==> src/rtl/pwl_pkg.sv <==
// Shared package of the piecewise-linear profile lookup.
// It holds the field widths, the request codes, the table entry type and the divider structs.
// It depends on nothing else.
package pwl_pkg;

   localparam int TIME_W             = 32;
   localparam int ACCEL_W            = 16;
   localparam int DUR_W              = 16;
   localparam int IDX_W              = 4;
   localparam int COUNT_W            = 5;
   localparam int DIFF_W             = TIME_W + 1;
   localparam int VDIFF_W            = ACCEL_W + 1;
   localparam int PROD_W             = DIFF_W + VDIFF_W;
   localparam int MAG_W              = PROD_W - 1;
   localparam int DEN_W              = TIME_W;
   localparam int SUM_W              = MAG_W + 2;
   localparam int REQ_DATA_W         = 104;
   localparam int RSP_DATA_W         = 32;
   localparam int MAX_POINTS_DEFAULT = 16;

   localparam logic CMD_LOAD  = 1'b0;
   localparam logic CMD_QUERY = 1'b1;

   typedef struct packed {
      logic        [DUR_W-1:0]   duration;
      logic signed [ACCEL_W-1:0] accel;
      logic signed [TIME_W-1:0]  time_us;
   } entry_type;

   typedef struct packed {
      logic             start;
      logic [MAG_W-1:0] dividend;
      logic [DEN_W-1:0] divisor;
   } div_req_type;

   typedef struct packed {
      logic             done;
      logic [MAG_W-1:0] quotient;
   } div_rsp_type;

endpackage

==> src/rtl/pwl_table_ram.sv <==
// Point table storage of the profile lookup: one write port and one read port.
// The read data is registered, so it appears in the cycle after the address.
// It depends on pwl_pkg for the entry type.
module pwl_table_ram #(
   parameter int DEPTH  = pwl_pkg::MAX_POINTS_DEFAULT,
   parameter int ADDR_W = $clog2(DEPTH)
) (
   input  logic                clock,
   input  logic                wr_en,
   input  logic [ADDR_W-1:0]   wr_addr,
   input  pwl_pkg::entry_type  wr_data,
   input  logic [ADDR_W-1:0]   rd_addr,
   output pwl_pkg::entry_type  rd_data
);
   import pwl_pkg::*;

   entry_type mem_ff [DEPTH];
   entry_type rd_data_ff;

   always_ff @(posedge clock) begin
      if (wr_en) begin
         mem_ff[wr_addr] <= wr_data;
      end
      rd_data_ff <= mem_ff[rd_addr];
   end

   assign rd_data = rd_data_ff;

endmodule

==> config.mk <==
export PLATFORM = sky130hd
export DESIGN_NAME = pwl_table_ram
export DESIGN_NICKNAME = d
export VERILOG_FILES = /design/src/rtl/pwl_pkg.sv /design/src/rtl/pwl_table_ram.sv
export SDC_FILE = /design/constraint.sdc
export NUM_CORES = 1
export LEC_CHECK = 0
export BUFFER_PORTS_ARGS = -buffer_cell sky130_fd_sc_hd__buf_2
export CAP_MARGIN = 15
export CELL_PAD_IN_SITES_DETAIL_PLACEMENT = 1
export CELL_PAD_IN_SITES_GLOBAL_PLACEMENT = 1
export CORE_ASPECT_RATIO = 1.5
export CORE_MARGIN = 2
export CORE_UTILIZATION = 48
export DETAILED_ROUTE_END_ITERATION = 12
export PLACE_DENSITY = 0.72
export SLEW_MARGIN = 20
export SYNTH_ARGS = -nofsm -noshare
export SYNTH_HDL_FRONTEND = slang
export SYNTH_SLANG_ARGS = --single-unit
==> constraint.sdc <==
create_clock -name clock -period 6.6 [get_ports clock]
set_input_delay 0.66 -clock clock [delete_from_list [all_inputs] [get_ports clock]]
set_output_delay 0.66 -clock clock [all_outputs]
set_load 0.02 [all_outputs]
Word-level counts from Yosys, hierarchy flattened --
Memory sizes are Yosys's and may differ from the RTL's. A register that Yosys moved wholly into a read port is not among the register bits. Cells that the tools add are included. W data, S select, Z words.
Word-level totals: register bits after elaboration 0, bits in latches 0, bits in read-only memories 0, word-level logic and storage cells 3, output and inout port bits 64, memories 1, bits in writable memories 1024
Memories:
- mem_ff | words 16, bits a word 64, read ports 1, clocked after Yosys merged registers in 1, wr ports 1, RTL line pwl_table_ram.sv:17 | entry_type mem_ff [DEPTH];
Cells by class: bitwise logic cells 0, reductions and logical operators 0, multiply operators 0, muxes and demuxes 2, $lt $le $gt $ge 0, divide/modulo/power cells 0, add/sub/neg operators 0, eq/ne operators 0, shift-type cells 0
Operators by type and width (number):
- $mux W1 | 2

Depth between registers and ports, before layout --
word-level depth 2, gate-level depth with buffers 6, mapped depth without buffers 3

Worst setup path after synthesis --
No wires, ideal clock.
path type input-to-reg, start in wr_addr[2], end mem mem_ff[0][0] in the netlist's numbering (enable), data arrival time 5.523 ns, library setup time 0.565 ns, setup slack 0.511 ns, stages 2, path through or3b_2 > nor3_1
RTL lines:
- start: declaration | RTL line pwl_table_ram.sv:10 | input logic [ADDR_W-1:0] wr_addr,
- end: declaration | RTL line pwl_table_ram.sv:17
Straight into the memory's write port.

Worst setup path in the final report --
start in wr_addr[2], end mem mem_ff[9][41] in the netlist's numbering (enable)
Straight into the memory's write port.

==> summary.txt <==
Outcome
  – Status: finished clean

Timing
  – Final min period: 2.70 ns
  – Final setup TNS: 0 ns
  – Setup violations, final: 0
  – Fmax: 370 MHz
  – Fin crit share: 41.0%
  – Skew final: 0.0211 ns
  – Unrepaired setup endpoints after global routing: no
  – Slew at the pin with the worst max-slew slack: 1.12 ns
  – Slew headroom: 25.2%
  – Final Hold Fails: 0
  – Worst setup margin: 3.90 ns
  – Worst hold slack: 0.369 ns
  – Pins over their slew limit: 0

Synthesis
  – Mean Syn Cell Area: 24.0 µm²
  – Post-synth top cells: edfxtp_1, mux4_2, a22oi_1
  – Ys flop type: edfxtp_1
  – Synthesized flop and latch total: 1088
  – Mapped Area: 0.0396 mm²
  – Syn Inst Count: 1647
  – Syn_nets: 1721
  – Synth top area share: 77.7%
  – Post-synthesis sequential area ratio: 80.9%
  – Top post-synthesis cells by area: edfxtp_1, mux4_2, dfxtp_1
  – Count leader, synth: edfxtp_1
  – Ys Warns: 0
  – Area leader, netlist: edfxtp_1
  – Async S/R FF share, synth: 0%
  – Post-synth cell types: 18
  – Number of flops mapped to enable cells by yosys: 1024

Final layout
  – Final design utilization: 54.5%
  – Storage cell area: 0.0320 mm²
  – Footprint of the multi-input gates: 0.00723 mm²
  – Ratio of cells with drive above 1 in the final layout: 31.1%
  – Layout overhead on the synthesized area: 13.2%
  – # nets final: 1900
  – FILL cells: 6844

Critical path
  – CP max stage delay: 0.90 ns
  – CP endpoint kind: flop
  – Startpoint Class: primary input
  – Critical path's slowest cell: nor2_4
  – Crit-path leading delay family: simple AND/OR/NAND/NOR gates
  – Critical Path Fanout Max: 40
  – Critical path data arrival time: 2.97 ns
  – CP Class: in2reg
  – Worst path bufs/invs: 2
  – Crit path required time: 6.87 ns
  – Crit path cell chain: buf_2 > nand3b_1 > nor2_4 > buf_4

Routing
  – Post-route ant nets: 0
  – Met2 WL: 44.9 mm
  – # DRC: 0
  – Met1 WL: 34.9 mm
  – Metal3 WL: 5.15 mm
  – DR iter-0 viols: 1408
  – Router iterations before antenna repair: 5
  – Routed WL per cell: 29.6 µm
  – Routed WL: 87.5 mm
  – DR vias: 17800
  – Top layer in use: met5
  – Routed vias/inst: 6.02

CTS
  – CTS Buf Count: 93
  – Clk Latency, worst-skew pair: 0.66 ns
  – Clock transition at the registers of the reported paths: 0.07 ns
  – H-tree Lvls: 3
  – CTS sink count: 1088
  – Post-CTS setup buffers: 0
  – Clock Path Buffers: 3
  – Root Buffer: clkbuf_16
  – Hold buffers post-CTS: 0
  – CTS tree: built
  – CTS-repair resized insts: 0

Floorplan
  – Die width: 238 µm
  – Starting Density: 48.2%
  – Placeable Area: 0.0822 mm²
  – Die H: 356 µm
  – I/O pins: 138
  – Row cnt: 129
  – Die area: 0.0848 mm²

Pwr
  – Internal power: 11.2 mW
  – Clk pwr share: 40.1%
  – Maximum vdd drop: 194 µV
  – PD cells: 316 mW/mm²
  – Leakage power figure: 14.3 nW
  – Net Sw Frac: 20.7%
  – Register share of total power: 54.9%
  – Sw power: 2.93 mW
  – Logic pwr share: 5.0%

Placed design
  – Detailed-placement wirelength estimate: 45.9 mm
  – Gpl congestion: 0.702
  – Setup WS pre-CTS: 3.18 ns
  – Port bufs: 137

GRT
  – Remaining Overflow, GRT: 0
  – First-pass GRT wire length: 131 mm
  – Vias in the first global route: 19500
  – Total Routing Usage GR: 21.2%
  – Initial antenna violation count: 9
  – Largest net degree at the start of global routing: 98

Flow run
  – Max_cap viols: 0

Worst hold path
  – Min-delay worst type: in2reg
[layer usage]
metal  GRT usage [%]  up-vias
met5               0        -
met2            35.9      606
met3            3.66      170
met1            28.2     9606
li1                -     7394
met4            6.83        8
[logic make-up after synthesis]
kind of cell | share of synthesized area (%)
and+or+nand+nor | 0.942
buffers and inverters | 1.14
muxes | 14.6
DFF | 80.9
AOI/OAI and AO/OA | 2.43
[through the flow]
stage | power [mW] | std cells | area, µm²
floorplan | 8.34 | 1647 | 39600
global placement | 8.60 | 2778 | 41600
detailed placement | 8.65 | 2778 | 41600
CTS | 14.3 | 2952 | 44800
global route | 14.6 | 2954 | 44800
finish | 14.2 | 2956 | 44800
[worst reg2reg max path, delay by kind of cell, from the launching register on]
kind,cells,cell delay [ns]
AOI/OAI and AO/OA,1,0.45
DFF,1,0.37
muxes,1,0.49
and+or+nand+nor,1,0.11
[path summary, 6_finish.rpt]
check	start	endpoint	slack, ns	cells past startpoint
max	wr_addr[2]	mem_ff[9][41]$_DFFE_PP_	3.90	4
min	wr_data[9]	mem_ff[14][9]$_DFFE_PP_	0.37	1
max reg2reg	mem_ff[11][6]$_DFFE_PP_	rd_data[6]$_DFF_P_	5.06	3
min reg2reg	mem_ff[14][44]$_DFFE_PP_	rd_data[44]$_DFF_P_	0.66	3
[state kept, by name, indices dropped and copies added (netlist names)]
name / count
mem_ff: 1024
rd_data: 64
[power by group through the flow]
stage,sequential (mW),clock (mW),combinational [mW]
final,7.78,5.68,0.707
after global routing,7.79,6.00,0.762
after CTS,7.78,5.79,0.720
after detailed placement,7.93,0,0.717
after global placement,7.91,0,0.689
after floorplan,7.97,0,0.368
[cell usage in the layout (no fill, tap or decap), types with 6 or more instances in the layout]
cell type,count
clkbuf_8,9
nand2_1,65
nor2_4,13
bufinv_16,11
clkinv_2,17
buf_2,135
clkinv_1,6
edfxtp_1,1024
clkinv_4,6
clkbuf_1,20
buf_4,25
a22oi_1,128
dfxtp_1,64
mux4_2,256
clkbuf_16,97
[layout make-up]
class / count / area share (%)
well taps: 1048 / 2.93
clock inverters: 48 / 1.27
clock buffers: 126 / 5.86
repair buffers: 168 / 2.28
multi-input cells: 475 / 16.1
flip-flops and latches: 1088 / 71.5
diodes: 3 / 0.0168
No activity file was read; power rests on OpenSTA's default activity.
