--- config.mk ---
export PLATFORM = sky130hd
export DESIGN_NAME = pwl_seq
export DESIGN_NICKNAME = d
export VERILOG_FILES = /design/src/rtl/pwl_pkg.sv /design/src/rtl/pwl_seq.sv
export SDC_FILE = /design/constraint.sdc
export NUM_CORES = 2
export LEC_CHECK = 0
export ABC_AREA = 1
export BUFFER_PORTS_ARGS = -buffer_cell sky130_fd_sc_hd__buf_2
export CAP_MARGIN = 20
export CORE_MARGIN = 3
export CORE_UTILIZATION = 40
export CTS_CLUSTER_SIZE = 20
export DETAILED_ROUTE_END_ITERATION = 7
export GPL_ROUTABILITY_DRIVEN = 0
export SLEW_MARGIN = 25
export SYNTH_ARGS = -nofsm -noshare
export SYNTH_HDL_FRONTEND = slang
export SYNTH_SLANG_ARGS = --single-unit
--- constraint.sdc ---
create_clock -name clock -period 8.4 [get_ports clock]
set_clock_uncertainty 0.15 [all_clocks]
set_input_delay 0.84 -clock clock [delete_from_list [all_inputs] [get_ports clock]]
set_output_delay 0.84 -clock clock [all_outputs]
set_load 0.02 [all_outputs]
--- src/rtl/pwl_pkg.sv ---
// Shared package of the piecewise-linear profile lookup.
// It holds the field widths, the request codes, the table entry type and the divider structs.
// It depends on nothing else.
package pwl_pkg;

   localparam int TIME_W             = 32;
   localparam int ACCEL_W            = 16;
   localparam int DUR_W              = 16;
   localparam int IDX_W              = 4;
   localparam int COUNT_W            = 5;
   localparam int DIFF_W             = TIME_W + 1;
   localparam int VDIFF_W            = ACCEL_W + 1;
   localparam int PROD_W             = DIFF_W + VDIFF_W;
   localparam int MAG_W              = PROD_W - 1;
   localparam int DEN_W              = TIME_W;
   localparam int SUM_W              = MAG_W + 2;
   localparam int REQ_DATA_W         = 104;
   localparam int RSP_DATA_W         = 32;
   localparam int MAX_POINTS_DEFAULT = 16;

   localparam logic CMD_LOAD  = 1'b0;
   localparam logic CMD_QUERY = 1'b1;

   typedef struct packed {
      logic        [DUR_W-1:0]   duration;
      logic signed [ACCEL_W-1:0] accel;
      logic signed [TIME_W-1:0]  time_us;
   } entry_type;

   typedef struct packed {
      logic             start;
      logic [MAG_W-1:0] dividend;
      logic [DEN_W-1:0] divisor;
   } div_req_type;

   typedef struct packed {
      logic             done;
      logic [MAG_W-1:0] quotient;
   } div_rsp_type;

endpackage

--- src/rtl/pwl_seq.sv ---
// Request sequencer of the profile lookup: table reads, search, interpolation setup,
// result assembly and the result register.
// It depends on pwl_pkg and drives the table memory and the two dividers.
module pwl_seq #(
   parameter int MAX_POINTS = pwl_pkg::MAX_POINTS_DEFAULT,
   parameter int ADDR_W     = $clog2(MAX_POINTS)
) (
   input  logic                           clock,
   input  logic                           reset,
   input  logic                           req_tvalid,
   output logic                           req_tready,
   input  logic [pwl_pkg::REQ_DATA_W-1:0] req_tdata,
   input  logic                           req_tuser,
   output logic                           rsp_tvalid,
   input  logic                           rsp_tready,
   output logic [pwl_pkg::RSP_DATA_W-1:0] rsp_tdata,
   input  logic [pwl_pkg::COUNT_W-1:0]    point_count,
   output logic                           mem_wr_en,
   output logic [ADDR_W-1:0]              mem_wr_addr,
   output pwl_pkg::entry_type             mem_wr_data,
   output logic [ADDR_W-1:0]              mem_rd_addr,
   input  pwl_pkg::entry_type             mem_rd_data,
   output pwl_pkg::div_req_type           div_accel_req,
   input  pwl_pkg::div_rsp_type           div_accel_rsp,
   output pwl_pkg::div_req_type           div_dur_req,
   input  pwl_pkg::div_rsp_type           div_dur_rsp
);
   import pwl_pkg::*;

   localparam logic [3:0] ST_IDLE      = 4'd0;
   localparam logic [3:0] ST_CHK_FIRST = 4'd1;
   localparam logic [3:0] ST_CHK_LAST  = 4'd2;
   localparam logic [3:0] ST_SCAN      = 4'd3;
   localparam logic [3:0] ST_DIFF      = 4'd4;
   localparam logic [3:0] ST_MUL       = 4'd5;
   localparam logic [3:0] ST_START     = 4'd6;
   localparam logic [3:0] ST_DIV       = 4'd7;
   localparam logic [3:0] ST_COMBINE   = 4'd8;
   localparam logic [3:0] ST_OUT       = 4'd9;

   function automatic logic [ADDR_W-1:0] to_addr(input logic [COUNT_W-1:0] i);
      logic [ADDR_W+COUNT_W-1:0] w;
      w = {{ADDR_W{1'b0}}, i};
      return w[ADDR_W-1:0];
   endfunction

   logic [3:0]                state_ff, state_in;
   logic signed [TIME_W-1:0]  q_ff, q_in;
   logic [COUNT_W-1:0]        n_ff, n_in;
   logic [COUNT_W-1:0]        idx_ff, idx_in;
   entry_type                 prev_ff, prev_in;
   entry_type                 left_ff, left_in;
   entry_type                 right_ff, right_in;
   logic signed [DIFF_W-1:0]  den_ff, den_in;
   logic signed [DIFF_W-1:0]  dq_ff, dq_in;
   logic signed [VDIFF_W-1:0] da_ff, da_in;
   logic signed [VDIFF_W-1:0] dd_ff, dd_in;
   logic                      den_zero_ff, den_zero_in;
   logic signed [PROD_W-1:0]  pa_ff, pa_in;
   logic signed [PROD_W-1:0]  pd_ff, pd_in;
   logic [ACCEL_W-1:0]        res_accel_ff, res_accel_in;
   logic [DUR_W-1:0]          res_dur_ff, res_dur_in;
   logic                      rsp_valid_ff, rsp_valid_in;
   logic [RSP_DATA_W-1:0]     rsp_data_ff, rsp_data_in;

   logic                      req_fire;
   logic                      req_cmd;
   logic [IDX_W-1:0]          req_idx;
   logic [ADDR_W+IDX_W-1:0]   req_idx_wide;
   logic signed [TIME_W-1:0]  req_query;
   logic [COUNT_W-1:0]        n_clip;
   logic                      hit;
   logic [PROD_W-1:0]         abs_pa;
   logic [PROD_W-1:0]         abs_pd;
   logic [DIFF_W-1:0]         abs_den;
   logic                      sign_a;
   logic                      sign_d;
   logic signed [SUM_W-1:0]   qa;
   logic signed [SUM_W-1:0]   qd;
   logic signed [SUM_W-1:0]   sum_a;
   logic signed [SUM_W-1:0]   sum_d;
   logic                      out_free;

   assign req_cmd      = req_tuser;
   assign req_idx      = req_tdata[3:0];
   assign req_query    = $signed(req_tdata[99:68]);
   assign req_idx_wide = {{ADDR_W{1'b0}}, req_idx};
   assign req_tready   = (state_ff == ST_IDLE);
   assign req_fire     = req_tvalid && req_tready;
   assign out_free     = !rsp_valid_ff || rsp_tready;

   assign mem_wr_en            = req_fire && (req_cmd == CMD_LOAD)
                                 && (32'(req_idx) < 32'(MAX_POINTS));
   assign mem_wr_addr          = req_idx_wide[ADDR_W-1:0];
   assign mem_wr_data.time_us  = $signed(req_tdata[35:4]);
   assign mem_wr_data.accel    = $signed(req_tdata[51:36]);
   assign mem_wr_data.duration = req_tdata[67:52];

   assign n_clip = (32'(point_count) > 32'(MAX_POINTS)) ? COUNT_W'(MAX_POINTS) : point_count;
   assign hit    = ($signed(mem_rd_data.time_us) >= q_ff) || (idx_ff == n_ff - 1'b1);

   assign abs_pa  = pa_ff[PROD_W-1] ? PROD_W'(-pa_ff) : PROD_W'(pa_ff);
   assign abs_pd  = pd_ff[PROD_W-1] ? PROD_W'(-pd_ff) : PROD_W'(pd_ff);
   assign abs_den = den_ff[DIFF_W-1] ? DIFF_W'(-den_ff) : DIFF_W'(den_ff);
   assign sign_a  = pa_ff[PROD_W-1] ^ den_ff[DIFF_W-1];
   assign sign_d  = pd_ff[PROD_W-1] ^ den_ff[DIFF_W-1];

   assign div_accel_req.start    = (state_ff == ST_START);
   assign div_accel_req.dividend = abs_pa[MAG_W-1:0];
   assign div_accel_req.divisor  = abs_den[DEN_W-1:0];
   assign div_dur_req.start      = (state_ff == ST_START);
   assign div_dur_req.dividend   = abs_pd[MAG_W-1:0];
   assign div_dur_req.divisor    = abs_den[DEN_W-1:0];

   always_comb begin
      qa = $signed({{(SUM_W-MAG_W){1'b0}}, div_accel_rsp.quotient});
      qd = $signed({{(SUM_W-MAG_W){1'b0}}, div_dur_rsp.quotient});
      if (sign_a) begin
         qa = -qa;
      end
      if (sign_d) begin
         qd = -qd;
      end
      sum_a = $signed({{(SUM_W-ACCEL_W){left_ff.accel[ACCEL_W-1]}}, left_ff.accel}) + qa;
      sum_d = $signed({{(SUM_W-DUR_W){1'b0}}, left_ff.duration}) + qd;
   end

   always_comb begin
      state_in     = state_ff;
      q_in         = q_ff;
      n_in         = n_ff;
      idx_in       = idx_ff;
      prev_in      = prev_ff;
      left_in      = left_ff;
      right_in     = right_ff;
      den_in       = den_ff;
      dq_in        = dq_ff;
      da_in        = da_ff;
      dd_in        = dd_ff;
      den_zero_in  = den_zero_ff;
      pa_in        = pa_ff;
      pd_in        = pd_ff;
      res_accel_in = res_accel_ff;
      res_dur_in   = res_dur_ff;
      rsp_valid_in = rsp_valid_ff && !rsp_tready;
      rsp_data_in  = rsp_data_ff;
      mem_rd_addr  = to_addr(idx_ff + 1'b1);

      unique case (state_ff)
         ST_IDLE: begin
            mem_rd_addr = '0;
            if (req_fire && (req_cmd == CMD_QUERY)) begin
               q_in = req_query;
               n_in = n_clip;
               if (n_clip < COUNT_W'(2)) begin
                  res_accel_in = '0;
                  res_dur_in   = '0;
                  state_in     = ST_OUT;
               end else begin
                  state_in = ST_CHK_FIRST;
               end
            end
         end
         ST_CHK_FIRST: begin
            prev_in     = mem_rd_data;
            mem_rd_addr = to_addr(n_ff - 1'b1);
            if (q_ff <= $signed(mem_rd_data.time_us)) begin
               res_accel_in = mem_rd_data.accel;
               res_dur_in   = mem_rd_data.duration;
               state_in     = ST_OUT;
            end else begin
               state_in = ST_CHK_LAST;
            end
         end
         ST_CHK_LAST: begin
            mem_rd_addr = to_addr(COUNT_W'(1));
            idx_in      = COUNT_W'(1);
            if (q_ff >= $signed(mem_rd_data.time_us)) begin
               res_accel_in = mem_rd_data.accel;
               res_dur_in   = mem_rd_data.duration;
               state_in     = ST_OUT;
            end else begin
               state_in = ST_SCAN;
            end
         end
         ST_SCAN: begin
            if (hit) begin
               left_in  = prev_ff;
               right_in = mem_rd_data;
               state_in = ST_DIFF;
            end else begin
               prev_in = mem_rd_data;
               idx_in  = idx_ff + 1'b1;
            end
         end
         ST_DIFF: begin
            den_in      = {right_ff.time_us[TIME_W-1], right_ff.time_us}
                          - {left_ff.time_us[TIME_W-1], left_ff.time_us};
            dq_in       = {q_ff[TIME_W-1], q_ff}
                          - {left_ff.time_us[TIME_W-1], left_ff.time_us};
            da_in       = {right_ff.accel[ACCEL_W-1], right_ff.accel}
                          - {left_ff.accel[ACCEL_W-1], left_ff.accel};
            dd_in       = {1'b0, right_ff.duration} - {1'b0, left_ff.duration};
            den_zero_in = (right_ff.time_us == left_ff.time_us);
            state_in    = ST_MUL;
         end
         ST_MUL: begin
            pa_in    = da_ff * dq_ff;
            pd_in    = dd_ff * dq_ff;
            state_in = ST_START;
         end
         ST_START: begin
            state_in = ST_DIV;
         end
         ST_DIV: begin
            if (div_accel_rsp.done && div_dur_rsp.done) begin
               state_in = ST_COMBINE;
            end
         end
         ST_COMBINE: begin
            if (den_zero_ff) begin
               res_accel_in = left_ff.accel;
               res_dur_in   = left_ff.duration;
            end else begin
               if ((&sum_a[SUM_W-1:ACCEL_W-1]) || !(|sum_a[SUM_W-1:ACCEL_W-1])) begin
                  res_accel_in = sum_a[ACCEL_W-1:0];
               end else if (sum_a[SUM_W-1]) begin
                  res_accel_in = {1'b1, {(ACCEL_W-1){1'b0}}};
               end else begin
                  res_accel_in = {1'b0, {(ACCEL_W-1){1'b1}}};
               end
               if (sum_d[SUM_W-1]) begin
                  res_dur_in = '0;
               end else if (|sum_d[SUM_W-2:DUR_W]) begin
                  res_dur_in = '1;
               end else begin
                  res_dur_in = sum_d[DUR_W-1:0];
               end
            end
            state_in = ST_OUT;
         end
         ST_OUT: begin
            if (out_free) begin
               rsp_valid_in = 1'b1;
               rsp_data_in  = {res_dur_ff, res_accel_ff};
               state_in     = ST_IDLE;
            end
         end
         default: begin
            state_in = ST_IDLE;
         end
      endcase
   end

   always_ff @(posedge clock) begin
      if (reset) begin
         state_ff     <= ST_IDLE;
         rsp_valid_ff <= 1'b0;
      end else begin
         state_ff     <= state_in;
         rsp_valid_ff <= rsp_valid_in;
      end
      q_ff         <= q_in;
      n_ff         <= n_in;
      idx_ff       <= idx_in;
      prev_ff      <= prev_in;
      left_ff      <= left_in;
      right_ff     <= right_in;
      den_ff       <= den_in;
      dq_ff        <= dq_in;
      da_ff        <= da_in;
      dd_ff        <= dd_in;
      den_zero_ff  <= den_zero_in;
      pa_ff        <= pa_in;
      pd_ff        <= pd_in;
      res_accel_ff <= res_accel_in;
      res_dur_ff   <= res_dur_in;
      rsp_data_ff  <= rsp_data_in;
   end

   assign rsp_tvalid = rsp_valid_ff;
   assign rsp_tdata  = rsp_data_ff;

endmodule

After elaboration in Yosys (flattened, before gate mapping)
Cells that the tools add are included.

Add/subtract/negate cells: 13. Eq/ne operators: 19. Bitwise logic cells: 3. Mux-type cells: 35. Reductions and logical operators: 25. Multipliers: 2. $lt $le $gt $ge: 5.

Operators by type and width (count): $mux W16 (12); $pmux W16 S4 (2); $pmux W64 S2 (1); $mux W51 (2); $neg A49 Y51 (2); $mul A17 B33 Y50 (2); $mux W49 (2); $neg A49 Y49 (2); $sub A32 B32 Y33 (2); $ge A32 B32 Y1 (2); $mux W64 (1); $add A16 B51 Y51 (1); $add A17 B51 Y51 (1); $pmux W4 S10 (1); $reduce_and A36 Y1 (1); $reduce_or A36 Y1 (1); $reduce_or A34 Y1 (1); $sub A16 B16 Y17 (2); $eq A32 B32 Y1 (1); $le A32 B32 Y1 (1); $mux W32 (1); $neg A32 Y32 (1); $mux W4 (7); $eq A4 B3 Y1 const B (4); other kinds (25) (49).

Output and inout bits: 271. Register bits after elaboration: 504.

Logic depth before layout (Yosys ltp)
Word-level depth: 9. Depth in mapped cells: 38.

Worst setup path before layout
No wires, ideal clock.

Path type: register -> register. From: register dd_ff[16]. To: register pd_ff[45], data pin. Arrival: 6.020 ns. Clock period less this slack: 6.435 ns. Stages on the path, launching flop included: 24. Buffers on the path: 2. Path slack: 1.965 ns. Data required time: 7.985 ns. Setup time: 0.265 ns. Cells stage by stage: edfxtp_1 -> inv_1 -> clkbuf_1 -> clkbuf_1 -> nor2_1 -> fa_1 -> fa_1 -> fa_1 -> fa_1 -> fa_1 -> inv_1 -> fa_1 -> inv_1 -> ha_1 -> a21oi_1 -> o21ai_0 -> nand2_1 -> o211ai_1 -> o21bai_1 -> a21oi_1 -> o21ai_0 -> a21oi_1 -> o21ai_0 -> xor2_1.

Cells in the longest elaborated chain, start to end: 1.

RTL lines: from (decl) (RTL line pwl_seq.sv:57) `logic signed [VDIFF_W-1:0] dd_ff, dd_in;`; from (signal assigned) (RTL line pwl_seq.sv:272) `dd_ff <= dd_in;`; $mul A17 B33 Y50 (RTL line pwl_seq.sv:209) `pd_in = dd_ff * dq_ff;`; to (signal assigned) (RTL line pwl_seq.sv:275) `pd_ff <= pd_in;`; to (decl) (RTL line pwl_seq.sv:60) `logic signed [PROD_W-1:0] pd_ff, pd_in;`.

No other way between the ends. A chain may end at the register's enable or synchronous reset.

Worst setup path in the final report
From: register dd_ff[4]. To: register pd_ff[46], data pin.

Same word-level chain as after synthesis.

==> run metrics <==
status=completed; # port buffers=just over 400; critical path's top delay family=adder cells; Synth top area share=0.291; # rows=157; CP required=~8.7 ns; core area=about 0.18 sq mm; Leak Pwr=42.1 nW; final setup vio count=0; # H-tree levels=2; Place WS=approximately 0.85 ns; Mapped Area=about 0.074 sq mm; clock buffer depth=3; Area growth syn-to-layout=8.46%; first-pass GRT wire length=~330000 um; initial antenna violation count=15; final hold violation count=0; die height=437 um; minimum clock period=~7.6 ns; largest net degree at the start of global routing=slightly below 70; TritonCTS Sinks=504; die area=around 0.19 sq mm; clock-pin slew on the worst setup and hold paths=around 0.06 ns; most frequent cells in the layout=2220 x inv_1, 2154 x nand2_1, 1078 x fa_1; Worst Path Max Fanout=17; area leader, netlist=fa_1; dpl hpwl=between 150000 and 200000 um; Critical Path End Type=register; crit path DAT=around 7.8 ns; synthesized flop and latch total=roughly 500; design area=between 0.08 and 0.09 sq mm; Resize count post-CTS=0; Max Fclk=~130 MHz; DRC=0; Final Util=0.438; Initial Util=0.404; Post-CTS Setup Bufs=0; type of origin of the critical path=register; WP buf/inv=4; GR Overflow Total=0; power density cells=about 190 mW/mm^2; Max-slew headroom=0.286; Max Slew Vio Count=0; CTS tree=yes; CP Class=reg2reg; chip width=437 um; cell area after placement=around 0.078 sq mm; hold_buf cts=0; peak supply drop=around 190 uV; Synth area leaders=fa_1 29%, edfxtp_1 20%, inv_1 11%, nand2_1 11%, ha_1 7.4%; number of global-route vias before repair=~61000; setup_tns=0 ns; sequential fraction of the synthesis area=0.203; CTS Root Cell=clkbuf_16; RSZ-0062 raised after global routing=false; CP max stage cell=edfxtp_1; Num CTS Buffers=59; Routed Antenna Nets=0; HP Class=in2reg; post-DR vias/cell=slightly below 5; Via Count=roughly 59000; DRT iter0 DRCs=around 4300; nets=approximately 11000; Skew-Pair Late Insertion Delay=around 0.67 ns; Overall Power=about 15 mW; most used cell, CP=fa_1; slowest stage delay, CP=1.00 ns; Ys Warns=0; CP cell instances=buf_4 -> nand2_1 -> fa_1 -> fa_1 -> fa_1 -> inv_1 -> fa_1 -> fa_1 -> inv_1 -> fa_1 -> inv_1 -> ha_1 -> nand2_1 -> o21ai_0 -> a21o_1 -> nand2_1 -> nand2_1 -> nand3_1 -> nand2_1 -> a21oi_1 -> o21ai_0 -> a31oi_1 -> xnor2_1; Worst-Margin Slew=roughly 1.1 ns; DR pass1 iterations=6; most common cell after layout, fill and taps aside=inv_1; Synthesized Nets=10900; Tot GR Track Use=0.221; Yosys cell types=61; final worst slack=about 0.83 ns; share of cells above drive strength 1=0.0815; drt total wl=roughly 210000 um; routed len/inst=approximately 18 um; cells after synthesis=roughly 9100; fin crit share=0.901; Avg Cell Area, Syn=slightly above 8 sq um; max cap viols=0; I/O pin cnt=between 500 and 600
[sequential cells by signal, indices dropped and copies added, names as in the netlist, 16 cells and up]
signal	cells
res_accel_ff	16
right_ff	64
q_ff	32
da_ff	17
pa_ff	50
dq_ff	33
prev_ff	64
res_dur_ff	16
left_ff	64
den_ff	33
dd_ff	17
rsp_tdata	32
pd_ff	50
[where the power goes]
group          switching (mW)  internal [mW]
clock                    1.11           1.59
combinational            5.48           3.12
sequential              0.120           3.52
[worst register-to-register path, cell delays in order, from the launching register on]
cell,delay [ns]
edfxtp_1,1.00
buf_4,0.40
nand2_1,0.13
fa_1,0.59
fa_1,0.45
fa_1,0.53
inv_1,0.05
fa_1,0.49
fa_1,0.55
inv_1,0.05
fa_1,0.53
inv_1,0.05
ha_1,0.40
nand2_1,0.10
o21ai_0,0.18
a21o_1,0.27
nand2_1,0.09
nand2_1,0.15
nand3_1,0.09
nand2_1,0.13
a21oi_1,0.14
o21ai_0,0.46
a31oi_1,0.18
xnor2_1,0.16
[Yosys cell counts (all sizes together)]
master      n
nor3       89
a221oi      1
or4         2
clkbuf    293
a31o        1
a21boi     20
or3         1
xnor2     165
o41a        1
o21a       25
buf       121
clkinv      2
a21oi     377
a311oi      1
o311ai      1
o22ai       4
nand3     230
o21ai     191
and2        2
nor3b       5
nor2      617
nand3b     12
dfxtp       5
o221ai      7
nor4b       1
or2        13
o21bai     18
nand4      67
xor2      290
edfxtp    499
a21o       12
o41ai       1
a31oi      54
o2111ai     3
nor4       29
fa       1078
o211ai      8
ha        441
and3        9
inv      2230
o31ai      11
nand2    2186
a211oi     10
[stage by stage]
step | std cells | hold slack (ns)
after floorplan | 9133 | 0.250
after global placement | 11700 | 0.251
after detailed placement | 11700 | 0.255
after CTS | 11800 | 0.150
after global routing | 11800 | 0.168
final | 11800 | 0.204
[logic make-up (layout without fill, tap and decap cells)]
group | Yosys count | count (layout) | synth area share
and+or+nand+nor | 3263 | 3263 | 0.181
buffers and inverters | 2646 | 2880 | 0.140
adders and majority gates | 1519 | 1519 | 0.365
AOI/OAI and AO/OA | 746 | 746 | 0.0557
DFF | 504 | 504 | 0.203
xor gates and xnor gates | 455 | 455 | 0.0539
other | 0 | 10 | 0
[area by class of cell]
cell class                      instances  area [sq um]
Fill cell                           18200        103000
Antenna cell                           10          25.0
Sequential cell                       504         15100
Timing Repair Buffer                  541          3100
Tap cell                             2464          3080
Clock buffer                           65          1500
Inverter                             2232          8390
Multi-Input combinational cell       5983         48700
Clock inverter                         42           512
[per-layer routing]
metal  vias to the layer above  GRT usage  share of wire
li1                      27700          -              -
met1                     28900      0.286           0.42
met2                      1909      0.379           0.48
met3                       359     0.0270          0.061
met4                         2     0.0798          0.039
met5                         -          0       0.000062
[worst paths after layout]
path / cells past startpoint / startpoint / to / slack (ns)
max reg2reg: 23 / dd_ff[4]$_DFFE_PP_ / pd_ff[46]$_DFFE_PP_ / 0.83
min: 1 / req_tdata[76] / q_ff[8]$_DFFE_PP_ / 0.20
max: 23 / dd_ff[4]$_DFFE_PP_ / pd_ff[46]$_DFFE_PP_ / 0.83
min reg2reg: 0 / prev_ff[29]$_DFFE_PP_ / left_ff[29]$_DFFE_PP_ / 0.26
(Power assumes the default switching activity.)
