<file path="src/rtl/pwl_pkg.sv">
// Shared package of the piecewise-linear profile lookup.
// It holds the field widths, the request codes, the table entry type and the divider structs.
// It depends on nothing else.
package pwl_pkg;

   localparam int TIME_W             = 32;
   localparam int ACCEL_W            = 16;
   localparam int DUR_W              = 16;
   localparam int IDX_W              = 4;
   localparam int COUNT_W            = 5;
   localparam int DIFF_W             = TIME_W + 1;
   localparam int VDIFF_W            = ACCEL_W + 1;
   localparam int PROD_W             = DIFF_W + VDIFF_W;
   localparam int MAG_W              = PROD_W - 1;
   localparam int DEN_W              = TIME_W;
   localparam int SUM_W              = MAG_W + 2;
   localparam int REQ_DATA_W         = 104;
   localparam int RSP_DATA_W         = 32;
   localparam int MAX_POINTS_DEFAULT = 16;

   localparam logic CMD_LOAD  = 1'b0;
   localparam logic CMD_QUERY = 1'b1;

   typedef struct packed {
      logic        [DUR_W-1:0]   duration;
      logic signed [ACCEL_W-1:0] accel;
      logic signed [TIME_W-1:0]  time_us;
   } entry_type;

   typedef struct packed {
      logic             start;
      logic [MAG_W-1:0] dividend;
      logic [DEN_W-1:0] divisor;
   } div_req_type;

   typedef struct packed {
      logic             done;
      logic [MAG_W-1:0] quotient;
   } div_rsp_type;

endpackage

</file>
<file path="src/rtl/pwl_divider.sv">
// Restoring unsigned divider that retires one quotient bit per cycle.
// The quotient holds its value and done stays high until the next start.
// It depends on pwl_pkg for the widths and the request and response structs.
module pwl_divider (
   input  logic                  clock,
   input  logic                  reset,
   input  pwl_pkg::div_req_type  div_req,
   output pwl_pkg::div_rsp_type  div_rsp
);
   import pwl_pkg::*;

   localparam int CNT_W = $clog2(MAG_W);

   logic             busy_ff, busy_in;
   logic             done_ff, done_in;
   logic [CNT_W-1:0] cnt_ff, cnt_in;
   logic [DEN_W-1:0] rem_ff, rem_in;
   logic [MAG_W-1:0] quo_ff, quo_in;
   logic [DEN_W-1:0] div_ff, div_in;
   logic [DEN_W:0]   trial;
   logic [DEN_W:0]   diff;

   always_comb begin
      trial   = {rem_ff, quo_ff[MAG_W-1]};
      diff    = trial - {1'b0, div_ff};
      busy_in = busy_ff;
      done_in = done_ff;
      cnt_in  = cnt_ff;
      rem_in  = rem_ff;
      quo_in  = quo_ff;
      div_in  = div_ff;
      if (div_req.start) begin
         busy_in = 1'b1;
         done_in = 1'b0;
         cnt_in  = '0;
         rem_in  = '0;
         quo_in  = div_req.dividend;
         div_in  = div_req.divisor;
      end else if (busy_ff) begin
         if (trial >= {1'b0, div_ff}) begin
            rem_in = diff[DEN_W-1:0];
            quo_in = {quo_ff[MAG_W-2:0], 1'b1};
         end else begin
            rem_in = trial[DEN_W-1:0];
            quo_in = {quo_ff[MAG_W-2:0], 1'b0};
         end
         cnt_in = cnt_ff + 1'b1;
         if (cnt_ff == CNT_W'(MAG_W - 1)) begin
            busy_in = 1'b0;
            done_in = 1'b1;
         end
      end
   end

   always_ff @(posedge clock) begin
      if (reset) begin
         busy_ff <= 1'b0;
         done_ff <= 1'b0;
         cnt_ff  <= '0;
      end else begin
         busy_ff <= busy_in;
         done_ff <= done_in;
         cnt_ff  <= cnt_in;
      end
      rem_ff <= rem_in;
      quo_ff <= quo_in;
      div_ff <= div_in;
   end

   assign div_rsp.done     = done_ff;
   assign div_rsp.quotient = quo_ff;

endmodule

</file>
<file path="config.mk">
export PLATFORM = sky130hd
export DESIGN_NAME = pwl_divider
export DESIGN_NICKNAME = d
export VERILOG_FILES = /design/src/rtl/pwl_pkg.sv /design/src/rtl/pwl_divider.sv
export SDC_FILE = /design/constraint.sdc
export NUM_CORES = 1
export LEC_CHECK = 0
export BUFFER_PORTS_ARGS = -buffer_cell sky130_fd_sc_hd__buf_2
export CORE_ASPECT_RATIO = 1.1
export CORE_MARGIN = 2
export CORE_UTILIZATION = 54
export CTS_BUF_LIST = sky130_fd_sc_hd__clkbuf_4
export DETAILED_ROUTE_END_ITERATION = 7
export PLACE_DENSITY = 0.75
export SETUP_SLACK_MARGIN = 0.05
export SYNTH_ARGS = -nofsm -noshare
export SYNTH_HDL_FRONTEND = slang
export SYNTH_SLANG_ARGS = --single-unit
</file>
<file path="constraint.sdc">
create_clock -name clock -period 4.15 [get_ports clock]
set_clock_uncertainty 0.1 [all_clocks]
set_input_delay 0.2075 -clock clock [delete_from_list [all_inputs] [get_ports clock]]
set_output_delay 0.2075 -clock clock [all_outputs]
set_load 0.01 [all_outputs]
</file>
; ---- Yosys cells after proc, flatten, opt, wreduce, memory -nomap -nowiden
; Index checks and enable logic that the tools add are counted.
[word_totals]
regBits = 121
latchBits = 0
ram_bits = 0
mem_bits_ro = 0
input_bits = 84
output_inout_bits = 50
mem_count = 0
[classes]
add_sub_neg = 2
multipliers = 0
div_mod_pow = 0
n_lt_le_gt_ge = 1
n_eq_ne = 1
n_shift = 0
mux = 7
bitwise_logic = 0
n_reduce_logical = 3
[ops]
columns = cell, n
row1 = two-way mux 49 bit, 2
row2 = >= comparator 33 x 32 -> 1 bit, 1
row3 = two-way mux 32 bit, 1
row4 = subtractor 32 bit, 1
row5 = adder 6 x 1 -> 6 bit (second input constant), 1
row6 = equality test 6 bit (second input constant), 1
row7 = two-way mux 1 bit, 4
row8 = AND reduction 2 bit, 1
row9 = nonzero test 2 bit, 1
row10 = OR reduction 2 bit, 1

; ---- Logic depth before layout (Yosys ltp)
; Gate-level depths: netlist of run 1.
[logic_depth]
word_depth = 4
mapped_depth = 13
depth_no_buf = 11

; ---- Worst setup path before layout of run 1
; No wires, ideal clock.
[synth_timing]
kind = reg2reg
from = reg div_ff[20]
to = reg quo_ff[0], data pin
t_arrival_ns = 2.433
t_required_ns = 3.790
slack_ns = 1.358
path_stages_with_launch = 13
path_buffers = 2
synth_period_minus_slack_ns = 2.792
cell_sequence = edfxtp_1 inv_1 ha_1 buf_6 a21o_1 o21bai_4 or3_1 o41a_1 and3_4 o21ai_2 buf_6 nand2_1 mux2_2
[synth_between]
elab_chain_cells = 4
[synth_rtl]
columns = element, line
row1 = start: declaration, pwl_divider.sv:19  ; logic [DEN_W-1:0] div_ff, div_in;
row2 = start signal: assignment, pwl_divider.sv:67  ; div_ff <= div_in;
row3 = >= comparator 33 x 32 -> 1 bit, pwl_divider.sv:40  ; if (trial >= {1'b0, div_ff}) begin
row4 = two-way mux 1 bit, pwl_divider.sv:40
row5 = two-way mux 49 bit, pwl_divider.sv:39  ; end else if (busy_ff) begin
row6 = two-way mux 49 bit, pwl_divider.sv:32  ; if (div_req.start) begin
row7 = via quo_in[0], pwl_divider.sv:18  ; logic [MAG_W-1:0] quo_ff, quo_in;
row8 = end signal: assignment, pwl_divider.sv:66  ; quo_ff <= quo_in;
row9 = end: declaration, pwl_divider.sv:18
; The timed path passes the listed nets, and every way through them passes these cells. The select of a mux whose other input is x is not followed.
; A chain may end at the register's enable or synchronous reset.

; ---- Worst setup path in the final report of run 1
[layout_timing]
from = reg div_ff[14]
to = reg quo_ff[0], data pin
; The elaborated chain is that of the path after synthesis.

==> results of run 1 <==
worst min-delay path: stages:
cell and delay [ns]:
buf_4 0.12, nor2_1 0.20, nand2_1 0.13, o211ai_1 0.07
path summary, 6_finish.rpt:
kind / start / to / slack, ns / cells past startpoint
max: div_ff[14] / quo_ff[0] / 0.74 / 11
min: div_req[81] / rem_ff[25] / 0.11 / 4
max reg2reg: div_ff[14] / quo_ff[0] / 0.74 / 11
min reg2reg: rem_ff[10] / rem_ff[11] / 0.40 / 2
synth_stat cells, types with 3 or more instances:
master / instances / area [µm²]
buf_1: 5 / 18.8
a311oi_1: 18 / 158
o21a_1: 8 / 60.1
o31ai_1: 4 / 30.0
or3_1: 6 / 37.5
clkbuf_1: 27 / 101
a211oi_1: 5 / 37.5
o22ai_1: 5 / 31.3
and4_1: 3 / 26.3
a21oi_1: 40 / 200
nor4_1: 4 / 25.0
nand4_1: 15 / 93.8
o21bai_1: 7 / 52.6
inv_1: 47 / 176
buf_2: 5 / 25.0
and3_1: 3 / 18.8
dfxtp_1: 40 / 801
nor2_1: 56 / 210
a21o_1: 10 / 75.1
edfxtp_1: 81 / 2430
mux2_2: 49 / 552
xnor2_1: 16 / 140
o311ai_0: 3 / 26.3
a21boi_0: 7 / 52.6
nor3_1: 7 / 35.0
o211ai_1: 7 / 52.6
or2_2: 6 / 37.5
nand2_1: 50 / 188
o21ai_0: 38 / 190
xor2_1: 12 / 105
nand3_1: 26 / 130
ha_1: 34 / 425
mux2i_1: 3 / 30.0
power by group through the flow:
stage | combinational, mW | clock, mW | sequential (mW)
after floorplan | 0.480 | 0 | 1.50
after global placement | 0.708 | 0 | 1.48
after detailed placement | 0.719 | 0 | 1.48
after CTS | 0.782 | 0.985 | 1.46
after global routing | 0.873 | 1.02 | 1.48
final | 0.801 | 0.980 | 1.47
layer usage:
metal / up-vias / wire (µm) / GRT usage
li1: 2974 / - / -
met2: 323 / 10100 / 0.532
met5: - / 0 / 0
met4: 0 / 469 / 0.102
met1: 2985 / 8190 / 0.346
met3: 50 / 1470 / 0.0745
flip-flops by register name, summed over array words and instances (netlist names):
name / cells
busy_ff: 1
div_ff: 32
rem_ff: 32
done_ff: 1
cnt_ff: 6
quo_ff: 49
kinds of logic after synthesis:
group,after synthesis,synth area share
flops,121,0.459
xor+xnor,28,0.0348
buf+inv,92,0.0584
compound gates,181,0.178
fa+ha+maj,35,0.0632
mux,52,0.0825
simple gates,187,0.125
per-stage QoR:
stage	utilization	total power [mW]	hold slack (ns)	setup slack, ns	instances
2_1_floorplan	-	1.98	0.180	1.36	696
3_3_place_gp	0.610	2.19	0.284	0.869	950
3_5_place_dp	0.610	2.20	0.286	0.823	950
4_1_cts	0.700	3.23	0.0813	0.797	1064
5_1_grt	0.701	3.38	0.135	0.600	1066
6_report	0.701	3.25	0.111	0.737	1066
cell type report:
cell class | count | area, µm²
tap | 157 | 196
multi-input combinational | 483 | 3410
inverter | 47 | 176
clock buffer | 17 | 128
fill | 913 | 3800
timing repair buffer | 224 | 1560
antenna | 2 | 5.00
clock inverter | 15 | 198
sequential | 121 | 3230
==> flow_summary_export.csv, run 1 <==
group,metric,value,unit
synth,yosysSeqAreaShare,0.459,
synth,synth_flop_cell,"edfxtp_1",
clocking,numCtsBuffers,17,
clocking,clock-root-buffer,"clkbuf_4",
sta,fin_crit,3.41,ns
synth,async_reset_ff_frac,0,
setup_path,path_max_fanout,17,
placed_design,dpl.hpwl,12800,µm
pwr,share_seq_of_total_power,0.452,
setup_path,crit_family,"simple AND/OR/NAND/NOR gates",
setup_path,start_kind,"flop",
synth,synth_edf_count,81,
floorplanning,dieArea,14000,µm²
sta,drv_slew,0,
clocking,clkLatencyLatePin,0.58,ns
sta,finalSetupViolations,0,
sta,rsz0062_at_grt,"false",
synth,ys_ff_latch,121,
sta,tns,0,ns
global_routing,grt_remaining_overflow,0,
synth,avgSynthCellArea,10.1,µm²
clocking,postCtsSetupBuffers,0,
placed_design,gp_congestion,0.920,
pwr,swShare,0.312,
clocking,tritoncts,"built",
detailed_routing,first_iter_violations,483,
layout,drive_gt1_frac,0.259,
floorplanning,core_area,12700,µm²
global_routing,grt_use_total,0.295,
setup_path,crit_buf_inv,2,
placed_design,placement.io_buffers,133,
min_path,hp-class,"input port to flop",
detailed_routing,first_pass_iters,7,
pwr,clockPowerShare,0.302,
sta,relSlewSlack,0.0602,
detailed_routing,via_count,6332,
synth,syn_inst,696,
setup_path,slowest_delay,0.44,ns
pwr,power_leakage,3.72,nW
sta,worstMarginPinSlew,1.40,ns
synth,ys_types,68,
clocking,clockBufferDepth,2,
detailed_routing,vias_per_cell,5.94,
pwr,power.density,365,nW/µm²
floorplanning,rows,43,
sta,finalHoldViolations,0,
setup_path,cp.arrival,3.64,ns
status,status,"finished, violations left",
clocking,h-tree-depth,4,
pwr,pwr-share-comb,0.247,
layout,final_area,8900,µm²
detailed_routing,wire_per_inst,19.0,µm
detailed_routing,drt_wl_total,20200,µm
synth,syn_area,7050,µm²
flow_run,drv_cap,0,
global_routing,antenna_found_initial,1,
synth,synth_nets,815,
clocking,cts.repair.resized,0,
setup_path,crit_chain,"inv_1 > ha_1 > a21oi_1 > o21ai_1 > or3_1 > o41a_1 > and3_4 > o21ai_2 > buf_4 > nand2_1 > mux2_2",
floorplanning,die_w,113,µm
clocking,ctsHoldBuffers,82,
global_routing,grt_pass1_wl,32200,µm
global_routing,grt_pass1_vias,6535,
layout,most-common-layout-cells,"132 x buf_2, 82 x dlygate4sd3_1, 81 x edfxtp_1",
sta,max_freq,0.293,GHz
pwr,vdd_drop_max,0.000302,V
sta,finalCritPeriodShare,0.823,
layout,areaGrowthSynthToFinish,26.2,%
layout,final_common_cell,"buf_2",
setup_path,crit_slowest_cell,"mux2_2",
placed_design,place_area,7750,µm²
pwr,intPower,2.23,mW
layout,final_nets,1013,
detailed_routing,drc,1,
detailed_routing,ant_nets,0,
floorplanning,dieHeight,124,µm
status,violations,"design-rule violations",
synth,yosysWarnings,0,
setup_path,endpoint_kind,"flop",
clocking,path_clk_slew,0.12,ns
floorplanning,initial_core_util,0.555,
pwr,p_switching,1.02,mW
floorplanning,io_pins,134,
global_routing,grt_max_degree,64,
setup_path,required,4.38,ns
clocking,clkSinkCount,121,
setup_path,crit_type,"flop to flop",
(Power assumes the default switching activity.)
==> inputs of run 2 (changes only) <==
- ABC_AREA: unset -> 1
- CORE_UTILIZATION: 54 -> 53
- PLACE_DENSITY: 0.75 -> 0.76
- clock period: 4.15 -> 2.7 ns (I/O delays scaled with it)
==> run 2 against run 1 <==
The flow now finishes without violations. Register-to-register slack worse by 0.45 ns. Final cell count is 38% higher. Via count is 18% higher. Routed wire length is 7.7% higher. Worst hold slack better by 0.066 ns. Largest power group unchanged. Fmax is 42% higher.
==> flow_summary_export.csv, run 2 <==
group,metric,value,unit
setup_path,start_kind,"flop",
placed_design,place_area,8320,µm²
layout,drive_gt1_frac,0.148,
synth,synth.most_common_cell,"nand2_1",
clocking,numCtsBuffers,17,
synth,ys_ff_latch,121,
synth,syn_inst,1049,
sta,worstMarginPinSlew,0.532,ns
sta,rsz0062_at_grt,"false",
floorplanning,initial_core_util,0.542,
sta,finalSetupViolations,0,
global_routing,grt_use_total,0.303,
setup_path,crit_family,"simple AND/OR/NAND/NOR gates",
clocking,h-tree-depth,4,
setup_path,crit_buf_inv,4,
floorplanning,io_pins,134,
min_path,hp-class,"input port to flop",
synth,yosysWarnings,0,
placed_design,dpl.hpwl,14300,µm
sta,finalCritPeriodShare,0.893,
clocking,tritoncts,"built",
sta,tns,0,ns
global_routing,grt_use_met1,0.389,
synth,synth_top_area_frac,0.326,
detailed_routing,ant_nets,0,
setup_path,required,3.04,ns
global_routing,grt_remaining_overflow,0,
floorplanning,dieArea,15100,µm²
placed_design,gp_congestion,0.932,
setup_path,cp.arrival,2.75,ns
clocking,clkLatencyLatePin,0.56,ns
clocking,clockBufferDepth,2,
status,status,"finished clean",
synth,synth_common_cells,"457 x nand2_1, 173 x inv_1, 81 x edfxtp_1",
floorplanning,dieHeight,129,µm
detailed_routing,wire_per_inst,14.8,µm
global_routing,grt_pass1_vias,7289,
synth,yosysSeqAreaShare,0.433,
setup_path,r2r_end,"rem_ff[0]",
layout,final_util,0.687,
layout,final_nets,1391,
detailed_routing,drc,0,
setup_path,path_max_fanout,16,
sta,max_freq,0.415,GHz
sta,finalHoldViolations,0,
global_routing,busiest_layer,"met2",
pwr,vdd_drop_max,0.000388,V
clocking,clock-root-buffer,"clkbuf_4",
layout,largest_reg_flops,49,
setup_path,cp_common_cell,"nand2_1",
setup_path,crit_slowest_cell,"ha_1",
sta,relSlewSlack,0.645,
synth,synth_edf_count,81,
synth,async_reset_ff_frac,0,
layout,n_fill_cell,1150,
synth,synth_flop_cell,"edfxtp_1",
detailed_routing,first_iter_violations,532,
global_routing,grt_max_degree,53,
setup_path,reg2regPathDepth,15,
floorplanning,die_w,117,µm
setup_path,r2r_slack,0.29,ns
synth,synth_nets,1168,
clocking,path_clk_slew,0.12,ns
setup_path,rr_startpoint,"div_ff[23]",
layout,largestRegisters,"quo_ff x49, div_ff x32, rem_ff x32",
setup_path,critPathLaunch,"div_ff[23]",
flow_run,drv_cap,0,
synth,yosysTopAreaCell,"edfxtp_1",
synth,syn_area,7470,µm²
floorplanning,rows,45,
setup_path,crit_chain,"inv_1 > ha_1 > nand2_1 > inv_1 > nand2_1 > nand2_1 > inv_1 > nand2_1 > nand2_1 > nand2_1 > a21oi_4 > buf_4 > nand3_1 > nand3_1 > o21ai_0",
setup_path,crit_end,"rem_ff[0]",
floorplanning,core_area,13800,µm²
setup_path,endpoint_kind,"flop",
synth,ys_types,35,
detailed_routing,vias_per_cell,5.07,
setup_path,slowest_delay,0.38,ns
setup_path,cp.depth,15,
synth,avgSynthCellArea,7.12,µm²
global_routing,met2_usage,0.483,
placed_design,placement.io_buffers,133,
layout,final_common_cell,"nand2_1",
synth,synth_area_leaders,"edfxtp_1 33%, nand2_1 23%, dfxtp_1 11%, inv_1 8.7%, ha_1 5.7%",
sta,drv_slew,0,
layout,areaGrowthSynthToFinish,26.8,%
detailed_routing,via_count,7475,
global_routing,met3_usage,0.0862,
global_routing,grt_pass1_wl,35300,µm
clocking,clkSinkCount,121,
pwr,power.density,438,nW/µm²
detailed_routing,first_pass_iters,6,
layout,final_area,9480,µm²
pwr,power_leakage,5.02,nW
global_routing,antenna_found_initial,1,
sta,fin_crit,2.41,ns
setup_path,crit_type,"flop to flop",
detailed_routing,drt_wl_total,21800,µm
layout,most-common-layout-cells,"457 x nand2_1, 172 x inv_1, 133 x buf_2",
layout,largest-register,"quo_ff",
## run 2: cell count changes after synthesis, moves of 18 or more
cell	delta
a311oi_1	-18
inv_1	+126
mux2_2	-49
nand2_1	+407
nand3_1	+47
nand3b_1	+21
o21ai_0	-33
## run 2: worst min path at each step
stage | from | to | slack, ns | depth (start not counted)
floorplan | reset | busy_ff | 0.11 | 1
finish | reset | busy_ff | 0.18 | 3
global route | reset | busy_ff | 0.13 | 3
detailed placement | div_req[29] | div_ff[29] | 0.21 | 1
CTS | div_req[14] | div_ff[14] | 0.13 | 2
global placement | div_req[3] | div_ff[3] | 0.21 | 1
## run 2: worst register-to-register path: stages, from the launching register on
cell and delay [ns]:
edfxtp_1 0.34, inv_1 0.04, ha_1 0.38, nand2_1 0.16, inv_1 0.05, nand2_1 0.06
nand2_1 0.06, inv_1 0.06, nand2_1 0.07, nand2_1 0.06, nand2_1 0.08, a21oi_4 0.25
buf_4 0.30, nand3_1 0.11, nand3_1 0.09, o21ai_0 0.09
## run 2: timing repair
| action | CTS | global route |
|---|---|---|
| resized for setup | 0 | 1 |
| hold buffers | 88 | 0 |
| endpoints found under the setup margin | 0 | 1 |
| hold endpoints to repair | 90 | 0 |
| buffers inserted | 0 | 0 |
## run 2: cell families (layout without fill, tap and decap cells)
family,after synthesis,count (layout),share of synthesized area
AO/OA/AOI/OAI,52,52,0.0384
XOR/XNOR,14,14,0.0164
adder cells (fa/ha/maj),35,35,0.0596
buffers and inverters,205,441,0.108
flip-flops,121,121,0.433
other,0,1,0
AND/OR/NAND/NOR,622,622,0.345
## run 2: cell type report
class	count	area, µm²	area share
Clock buffer	18	135	0.0143
Inverter	178	668	0.0705
Tap cell	188	235	0.0248
Clock inverter	14	125	0.0132
Antenna cell	1	2.50	0.000264
Timing Repair Buffer	231	1630	0.172
Sequential cell	121	3230	0.341
Multi-Input combinational cell	723	3440	0.363
## run 2: per-layer routing
layer	routed length (µm)	vias to the layer above
li1	-	3701
met1	9240	3355
met2	10100	358
met3	1800	61
met4	683	0
met5	0	-
## run 2: power breakdown
group / internal (mW) / switching [mW] / leakage (nW) / total (mW)
combinational: 0.300 / 0.406 / 3.75 / 0.706
clock: 0.469 / 0.790 / 0.131 / 1.26
sequential: 2.12 / 0.0686 / 1.14 / 2.19
## run 2: stage by stage
step                worst slack [ns]  power, mW  hold slack, ns  std cells
floorplan                      0.602       2.55           0.113       1049
global placement               0.356       2.79           0.211       1353
detailed placement             0.311       2.80           0.213       1353
CTS                            0.299       4.13           0.131       1473
global route                   0.133       4.34           0.126       1474
finish                         0.289       4.15           0.176       1474
==> inputs of run 3 (changes only) <==
--- a/config.mk
+++ b/config.mk
@@ -15,2 +15,3 @@
 export PLACE_DENSITY = 0.76
+export REMOVE_ABC_BUFFERS = 1
 export SETUP_SLACK_MARGIN = 0.05
==> constraint.sdc (replaced) <==
create_clock -name clock -period 2.7 [get_ports clock]
set_clock_uncertainty 0.1 [all_clocks]
set_input_delay 0.27 -clock clock [delete_from_list [all_inputs] [get_ports clock]]
set_output_delay 0.27 -clock clock [all_outputs]
set_load 0.01 [all_outputs]
==> run 3 against run 2 <==
Sequential power about the same. Count of clock-buffer cells in the layout down 1. Combinational power down 2.8%. Worst setup slack worse by 0.089 ns. Register-to-register slack worse by 0.09 ns. Largest power group unchanged. Final cell count down 0.20%. Critical endpoint is now rem_ff[31]. Highest routed layer unchanged.
==> flow_summary_export.csv, run 3 (same netlist as run 2, synthesis figures left out) <==
group,metric,value,unit
status,status,"finished clean",
sta,drv_slew,0,
floorplanning,dieArea,15100,µm²
global_routing,grt_pass1_wl,32900,µm
setup_path,crit_slowest_cell,"edfxtp_1",
floorplanning,io_pins,134,
placed_design,place_area,8320,µm²
sta,max_freq,0.400,GHz
pwr,power_leakage,5.04,nW
layout,largest-register,"quo_ff",
setup_path,endpoint_kind,"flop",
floorplanning,rows,45,
layout,n_fill_cell,1138,
layout,most-common-layout-cells,"457 x nand2_1, 172 x inv_1, 133 x buf_2",
detailed_routing,first_iter_violations,419,
pwr,power,4.25,mW
clocking,clkSinkCount,121,
floorplanning,core_area,13800,µm²
detailed_routing,via_count,7371,
global_routing,grt_pass1_vias,7065,
layout,final_nets,1387,
placed_design,gp_congestion,0.990,
layout,largest_reg_flops,49,
setup_path,slowest_delay,0.38,ns
setup_path,cp.arrival,2.86,ns
setup_path,cp_common_cell,"nand2_1",
clocking,h-tree-depth,4,
layout,largestRegisters,"quo_ff x49, div_ff x32, rem_ff x32",
detailed_routing,drc,0,
sta,relSlewSlack,0.648,
global_routing,grt_remaining_overflow,0,
layout,final_common_cell,"nand2_1",
sta,finalHoldViolations,0,
sta,tns,0,ns
sta,rsz0062_at_grt,"false",
placed_design,dpl.hpwl,13600,µm
min_path,hp-class,"input port to flop",
placed_design,placement.io_buffers,133,
layout,areaGrowthSynthToFinish,26.9,%
layout,final_area,9480,µm²
setup_path,path_max_fanout,33,
setup_path,required,3.06,ns
pwr,vdd_drop_max,0.000353,V
global_routing,antenna_found_initial,1,
clocking,path_clk_slew,0.12,ns
floorplanning,die_w,117,µm
clocking,clkLatencyLatePin,0.56,ns
setup_path,start_kind,"flop",
setup_path,crit_chain,"inv_1 > ha_1 > nand2_1 > inv_1 > nand2_1 > nand2_1 > inv_1 > nand3_2 > nand2_2 > nand2_2 > nand2_4 > buf_4 > nand3_1 > nand2_1 > inv_1 > nand2_1 > nand2_1",
pwr,power.density,448,nW/µm²
sta,finalSetupViolations,0,
detailed_routing,first_pass_iters,6,
sta,worstMarginPinSlew,0.529,ns
sta,fin_crit,2.50,ns
clocking,tritoncts,"built",
sta,finalCritPeriodShare,0.926,
detailed_routing,drt_wl_total,20400,µm
floorplanning,dieHeight,129,µm
setup_path,crit_type,"flop to flop",
detailed_routing,wire_per_inst,13.9,µm
clocking,numCtsBuffers,17,
detailed_routing,ant_nets,0,
flow_run,drv_cap,0,
global_routing,grt_max_degree,52,
layout,drive_gt1_frac,0.151,
clocking,clockBufferDepth,2,
global_routing,grt_use_total,0.282,
detailed_routing,vias_per_cell,5.01,
floorplanning,initial_core_util,0.542,
sta,hold_slack,0.117,ns
clocking,clock-root-buffer,"clkbuf_4",
==> run 3: cell types whose count changed in the layout (fill, tap and decap cells not counted) <==
cell	delta
inv_6	+1
inv_8	+2
diode_2	+1
buf_12	+1
bufinv_16	+1
buf_4	+1
clkinv_4	-2
dlygate4sd3_1	-6
clkinv_1	-2
clkbuf_4	-1
clkinv_2	+1
==> run 3: where the power goes <==
| group | switching (mW) | internal, mW |
|---|---|---|
| Sequential | 0.0651 | 2.12 |
| Combinational | 0.392 | 0.294 |
| Clock | 0.806 | 0.569 |
==> run 3: repair_timing <==
action,CTS,global route
setup endpoints to repair,0,32
endpoints found under the hold margin,89,0
gates resized for setup,0,1
hold buffers,82,0
buffers inserted,0,3
==> run 3: final cells by class <==
cell class	count	area, µm²	area share
clock buffers	17	128	0.0135
multi-input cells	723	3440	0.363
repair buffers	227	1600	0.169
inverters	178	668	0.0705
clock inverters	15	166	0.0176
flip-flops and latches	121	3230	0.341
diodes	2	5.00	0.000528
well taps	188	235	0.0248
==> run 3: path summary, 6_finish.rpt <==
path,from,endpoint,slack (ns),cells after the start
max reg2reg,div_ff[8],rem_ff[31],0.20,17
min reg2reg,rem_ff[22],rem_ff[22],0.38,2
max,div_ff[8],rem_ff[31],0.20,17
min,div_req[81],rem_ff[26],0.12,5
==> run 3: critical path: cells and delay by family, from the launching register on <==
family | cells | cell delay, ns
adders and majority gates | 1 | 0.28
and+or+nand+nor | 11 | 1.03
buffers and inverters | 5 | 0.59
DFF | 1 | 0.38
==> run 3: metal layers <==
layer | vias to the layer above | wire, µm | GRT usage
met1 | 3299 | 8350 | 0.346
met5 | - | 0 | 0
met3 | 51 | 1590 | 0.0655
met4 | 0 | 678 | 0.119
met2 | 320 | 9770 | 0.474
li1 | 3701 | - | -
==> run 3: stage by stage <==
step | utilization | instances | setup slack (ns)
2_1_floorplan | - | 1022 | 0.248
3_3_place_gp | 0.603 | 1352 | 0.178
3_5_place_dp | 0.603 | 1352 | 0.161
4_1_cts | 0.684 | 1466 | 0.121
5_1_grt | 0.687 | 1471 | 0.0610
6_report | 0.687 | 1471 | 0.200
